**src/design/ptr_pkg.sv**
```systemverilog
`timescale 1ns / 1ps
`default_nettype none
package ptr_pkg;

    typedef enum logic [1:0] {
        FUNC_CHECK        = 2'd0,
        FUNC_UPDATE       = 2'd1,
        FUNC_COUNT_METRIC = 2'd2,
        FUNC_COUNT_ONLY   = 2'd3
    } t_func;

    typedef enum logic [1:0] {
        MATCH_SAME   = 2'd0,
        MATCH_DIFF   = 2'd1,
        MATCH_ABSENT = 2'd2
    } t_match;

    typedef struct packed {
        t_func       func;
        logic [15:0] node_id;
        logic [63:0] addr_hi;
        logic [63:0] addr_lo;
        logic [47:0] mac;
        logic [15:0] rank_in;
        logic [31:0] metric_in;
        logic [31:0] precount;
        logic [15:0] num_dio;
        logic [31:0] extra_cost;
    } t_in_item;

    typedef struct packed {
        t_match      match_status;
        logic        dropped;
        logic [63:0] best_addr_hi;
        logic [63:0] best_addr_lo;
        logic [47:0] best_mac;
        logic [15:0] best_rank_plus_one;
        logic [15:0] best_node;
        logic [31:0] metric_out;
    } t_out_item;

    typedef struct packed {
        logic load;
        logic scan_step;
        logic apply;
        logic sort_step;
        logic div_step;
        logic write_metric;
        logic emit;
    } t_cmd;

    typedef struct packed {
        t_func func;
        logic  match;
        logic  at_end;
        logic  sort_done;
        logic  div_done;
    } t_status;

endpackage
`default_nettype wire

```
**src/design/ptr_ctrl.sv**
```systemverilog
`timescale 1ns / 1ps
`default_nettype none
module ptr_ctrl (
    input  wire            i_clk,
    input  wire            i_rst_n,
    input  wire            i_in_valid,
    output logic           o_in_ready,
    output logic           o_out_valid,
    input  wire            i_out_ready,
    input  ptr_pkg::t_status i_status,
    output ptr_pkg::t_cmd  o_cmd
);
    typedef enum logic [2:0] {
        S_IDLE, S_SCAN, S_APPLY, S_SORT, S_DIV, S_WRITE, S_DONE
    } t_state;

    t_state r_state, n_state;
    logic   r_out_valid;
    logic   emit_ok;

    assign emit_ok     = !r_out_valid || i_out_ready;
    assign o_in_ready  = (r_state == S_IDLE);
    assign o_out_valid = r_out_valid;

    always_comb begin
        n_state = r_state;
        o_cmd   = '0;
        unique case (r_state)
            S_IDLE: begin
                if (i_in_valid) begin
                    o_cmd.load = 1'b1;
                    n_state    = S_SCAN;
                end
            end
            S_SCAN: begin
                o_cmd.scan_step = 1'b1;
                if (i_status.match || i_status.at_end) n_state = S_APPLY;
            end
            S_APPLY: begin
                o_cmd.apply = 1'b1;
                unique case (i_status.func)
                    ptr_pkg::FUNC_CHECK:        n_state = S_DONE;
                    ptr_pkg::FUNC_COUNT_METRIC: n_state = S_DIV;
                    default:                    n_state = S_SORT;
                endcase
            end
            S_SORT: begin
                o_cmd.sort_step = 1'b1;
                if (i_status.sort_done) n_state = S_DONE;
            end
            S_DIV: begin
                o_cmd.div_step = 1'b1;
                if (i_status.div_done) n_state = S_WRITE;
            end
            S_WRITE: begin
                o_cmd.write_metric = 1'b1;
                n_state            = S_DONE;
            end
            S_DONE: begin
                if (emit_ok) begin
                    o_cmd.emit = 1'b1;
                    n_state    = S_IDLE;
                end
            end
            default: n_state = S_IDLE;
        endcase
    end

    always_ff @(posedge i_clk) begin
        if (!i_rst_n) begin
            r_state     <= S_IDLE;
            r_out_valid <= 1'b0;
        end else begin
            r_state <= n_state;
            if (o_cmd.emit) begin
                r_out_valid <= 1'b1;
            end else if (i_out_ready) begin
                r_out_valid <= 1'b0;
            end
        end
    end
endmodule
`default_nettype wire

```
**config.mk**
```make
export PLATFORM = sky130hd
export DESIGN_NAME = ptr_ctrl
export DESIGN_NICKNAME = d
export VERILOG_FILES = /design/src/design/ptr_pkg.sv /design/src/design/ptr_ctrl.sv
export SDC_FILE = /design/constraint.sdc
export NUM_CORES = 1
export LEC_CHECK = 0
export BUFFER_PORTS_ARGS = -buffer_cell sky130_fd_sc_hd__buf_2
export CORE_AREA = 2 2 39 41
export CTS_CLUSTER_SIZE = 8
export DETAILED_ROUTE_END_ITERATION = 8
export DIE_AREA = 0 0 41 43
export HOLD_SLACK_MARGIN = 0.02
export MAX_ROUTING_LAYER = met4
export SYNTH_ARGS = -nofsm -noshare
export SYNTH_HDL_FRONTEND = slang
export SYNTH_SLANG_ARGS = --single-unit
```
**constraint.sdc**
```tcl
create_clock -name i_clk -period 2 [get_ports i_clk]
set_clock_uncertainty 0.05 [all_clocks]
set_input_delay 0.6 -clock i_clk [delete_from_list [all_inputs] [get_ports i_clk]]
set_output_delay 0.6 -clock i_clk [all_outputs]
set_load 0.05 [all_outputs]
```
# Word-level counts from Yosys, hierarchy flattened
# Cells that the tools add are included.
classes:
  eq_ne: 12
  reduce_logical: 7
  muxes: 18
op_table:
  columns: ["operator", "n"]
  rows:
  - ["3-bit case mux with 7 select lines", 1]
  - ["3-bit 2-to-1 mux", 5]
  - ["1-bit 2-to-1 mux", 11]
  - ["2-bit != test (second input constant)", 5]
  - ["3-bit == test (second input constant)", 3]
  - ["3-bit by 2-bit == test with 1-bit output (second input constant)", 2]
  - ["3-bit case mux with 2 select lines", 1]
  - ["5-bit AND reduction", 1]
  - ["3-bit by 1-bit == test with 1-bit output (second input constant)", 1]
  - ["3-bit zero test", 1]
  - ["2-bit == test (second input constant)", 1]
  - ["2-bit zero test", 1]
  - ["1-bit logical OR", 2]
  - ["2-bit nonzero test", 1]
  - ["1-bit zero test", 1]
word_totals:
  output_inout_bits: 9
  register_bits: 4
  inputBits: 10

# Depth between registers and ports, before layout
depth:
  ltp_word: 5
  ltp_mapped: 5

# Worst setup path before layout
# OpenSTA, ideal clock, no wires.
synth_timing:
  kind: "flip-flop to output port"
  from: "register r_state[1]"
  to: "output o_cmd[6] in the netlist's numbering"
  setup_slack_ns: -0.758
  required_time_ns: 1.350
  stages_incl_launch_ff: 4
  arrival_ns: 2.108
  path_cell_list: "dfxtp_1 > buf_6 > nor3_1 > and2_1"
synth_lines:
  columns: ["element", "line_no", "source"]
  rows:
  - ["start: declaration", "ptr_ctrl.sv:17", "t_state r_state, n_state;"]
  - ["start signal: assignment", "ptr_ctrl.sv:74", "r_state <= n_state;"]
  - ["end: declaration", "ptr_ctrl.sv:11", "output ptr_pkg::t_cmd o_cmd"]

==> key figures <==
CTS
  • Post-CTS setup buffer count: 0
  • H-tree depth: 1
  • CTS root buf: clkbuf_4
  • Post-CTS Hold Fix Bufs: 0
  • CTS tree: yes
  • Number of clock sinks: 4
  • Worst-Skew Late Latency: 0.23 ns
  • Clock-pin slew on the worst setup and hold paths: 0.03 ns
  • CTS Buf Count: 3
  • Max clock buf depth: 2

Drt
  • Post-DRT Antenna Nets: 0
  • DR DRC count: 0
  • Routed via count: 340
  • Total iterations of the first detailed-routing run: 2
  • Total Wirelength: 728 microns
  • DRT iter0 DRCs: 1
  • Vias per cell: 4.42
  • Drt wl/cell: 9.45 microns

Die
  • Starting Density: 0.231
  • Width of the chip: 41 microns
  • Area of the core: 0.00138 sq mm
  • Die area: 0.00176 sq mm
  • Site row count: 14
  • Top Ports: 19
  • Die height: 43 microns

Setup path
  • R2R depth: 5
  • Required @ worst endpoint: 1.35 ns
  • Reg-to-reg slack, setup: 0.35 ns
  • CP Launch Type: flop
  • CP Depth: 3
  • Worst Path Buf+Inv: 1
  • Crit-path cells: or2b_1 -> nor2_1 -> buf_2
  • Crit-path max cell delay: 0.42 ns
  • Critical path fanouts, max: 10
  • Slowest-stage cell, CP: dfxtp_2
  • Crit path kind: reg2out
  • Setup crit end kind: output pin
  • CP delay by family, top: flip-flops
  • Crit path DAT: 1.28 ns

Timing
  • RSZ-0062 raised after global routing: no
  • Tightest hold margin: 0.486 ns
  • Final Max Tran Viols: 0
  • Min cycle time layout: 1.93 ns
  • Setup ws final: 0.0704 ns
  • Fmax: 518 MHz
  • Worst slew pin tran: 0.268 ns
  • Setup violators final: 0
  • Worst rel slew slack: 0.820
  • Final hold viol count: 0
  • Final worst path period share: 0.965

Run
  • Max-cap violations: 0

Global route
  • Vias in the first global route: 297
  • First-pass GRT wire length: 1.16 mm
  • Total Routing Usage GR: 0.0987
  • Initial antenna violation count: 0
  • Total grt overflow: 0
  • Largest net degree at the start of global routing: 11

Placement
  • Worst slack, placed: 0.0373 ns
  • Placed Area: 432 sq um
  • RePlAce Congestion: 0.680
  • # port buffers: 18

Finish
  • Post-route cell area: 459 sq um
  • Area growth, synth to finish: 43.4%
  • Diode count: 0
  • Fraction of layout cells with a size suffix above 1: 0.475
  • Commonest non-fill, non-tap cell in the layout: buf_2
  • Most frequent cells in the layout: 17 x buf_2, 5 x nand2_1, 5 x nor2_1
  • Nets@finish: 73
  • Fill cells: 152

Power
  • Leak pwr: 0.221 nW
  • PD cells: 1570 mW/mm^2
  • Maximum vdd drop: 0.505 mV

Logic synthesis
  • Mapped Nets: 52
  • Yosys reg bits: 4
  • Mapped Avg Cell Area: 7.63 sq um
  • Number of warnings issued by yosys: 0
  • Synth cell types: 25
  • Synth Instances: 42
  • Register area share after synthesis: 0.250
  • Mapped Area: 320 sq um

Min path
  • Worst hold path depth: 2
  • HP Class: reg2reg

Status
  • Outcome: complete, no violations
[flip-flops by register name, summed over array words and instances, names as in the netlist]
signal,flops
o_out_valid,1
r_state,3
[cells in the mapped netlist]
library cell	number	share of area
o21ai_0	2	0.031
o21a_1	1	0.023
nor3_1	3	0.047
nor2_1	5	0.059
and2b_1	1	0.023
nand2b_2	1	0.027
inv_1	1	0.012
a21oi_1	1	0.016
or4_1	1	0.023
nor2b_1	1	0.020
or4b_1	1	0.031
o211ai_1	1	0.023
or2b_1	1	0.023
nand3_1	1	0.016
mux2i_1	3	0.094
a211o_2	1	0.031
a21boi_0	1	0.023
and2_1	1	0.020
or3b_1	1	0.027
o31ai_1	1	0.023
clkinv_1	1	0.012
dfxtp_1	4	0.25
buf_6	2	0.070
buf_2	1	0.016
nand2_1	5	0.059
[final timing paths]
kind / start / end
setup / recovery: r_state[2]$_SDFFE_PN0P_ / o_cmd[1]
hold / removal: r_state[2]$_SDFFE_PN0P_ / r_state[2]$_SDFFE_PN0P_
setup reg to reg: r_state[0]$_SDFFE_PN0P_ / r_state[1]$_SDFFE_PN0P_
hold reg to reg: r_state[2]$_SDFFE_PN0P_ / r_state[2]$_SDFFE_PN0P_
[report_power, final]
group          total, mW  switching, mW  internal (mW)
logic              0.464          0.316          0.148
registers          0.161         0.0527          0.108
clock network     0.0973         0.0304         0.0669
total              0.722          0.399          0.323
[what timing repair did]
action	CTS	global route
setup endpoints to repair	3	1
gates resized for setup	2	1
endpoints found under the hold margin	0	0
[worst register-to-register path: cells and delay by family (launching register included)]
family          cells  cell delay (ns)
mux                 1             0.17
compound gates      2             0.32
simple gates        1             0.45
flops               1             0.39
buf+inv             1             0.19
[metal layers]
metal / wire [microns] / track usage / vias to the layer above
li1: - / - / 183
met1: 352 / 0.122 / 147
met2: 342 / 0.134 / 10
met3: 33 / 0.0157 / 0
met4: 0 / 0.0800 / 0
met5: 0 / - / -
[cell families after synthesis]
| group | Yosys count | share of synthesized area |
|---|---|---|
| and+or+nand+nor | 22 | 0.375 |
| AOI/OAI and AO/OA | 8 | 0.172 |
| buffers and inverters | 5 | 0.109 |
| DFF | 4 | 0.250 |
| muxes | 3 | 0.0938 |
[per-stage QoR]
| stage | TNS [ns] | cells | util | total power [mW] |
|---|---|---|---|---|
| final | 0 | 77 | 0.332 | 0.722 |
| after global routing | 0 | 77 | 0.332 | 0.773 |
| after CTS | 0 | 77 | 0.330 | 0.733 |
| after detailed placement | 0 | 74 | 0.312 | 0.627 |
| after global placement | 0 | 74 | 0.312 | 0.624 |
| after floorplan | -0.303 | 42 | - | 0.556 |
[area by class of cell]
class	instances	area (sq um)	share of cell area
inverters	2	7.51	0.0163
flip-flops and latches	4	82.6	0.180
repair buffers	19	100	0.218
well taps	16	20.0	0.0436
multi-input cells	33	226	0.493
clock buffers	3	22.5	0.0490
(Power assumes the default switching activity.)
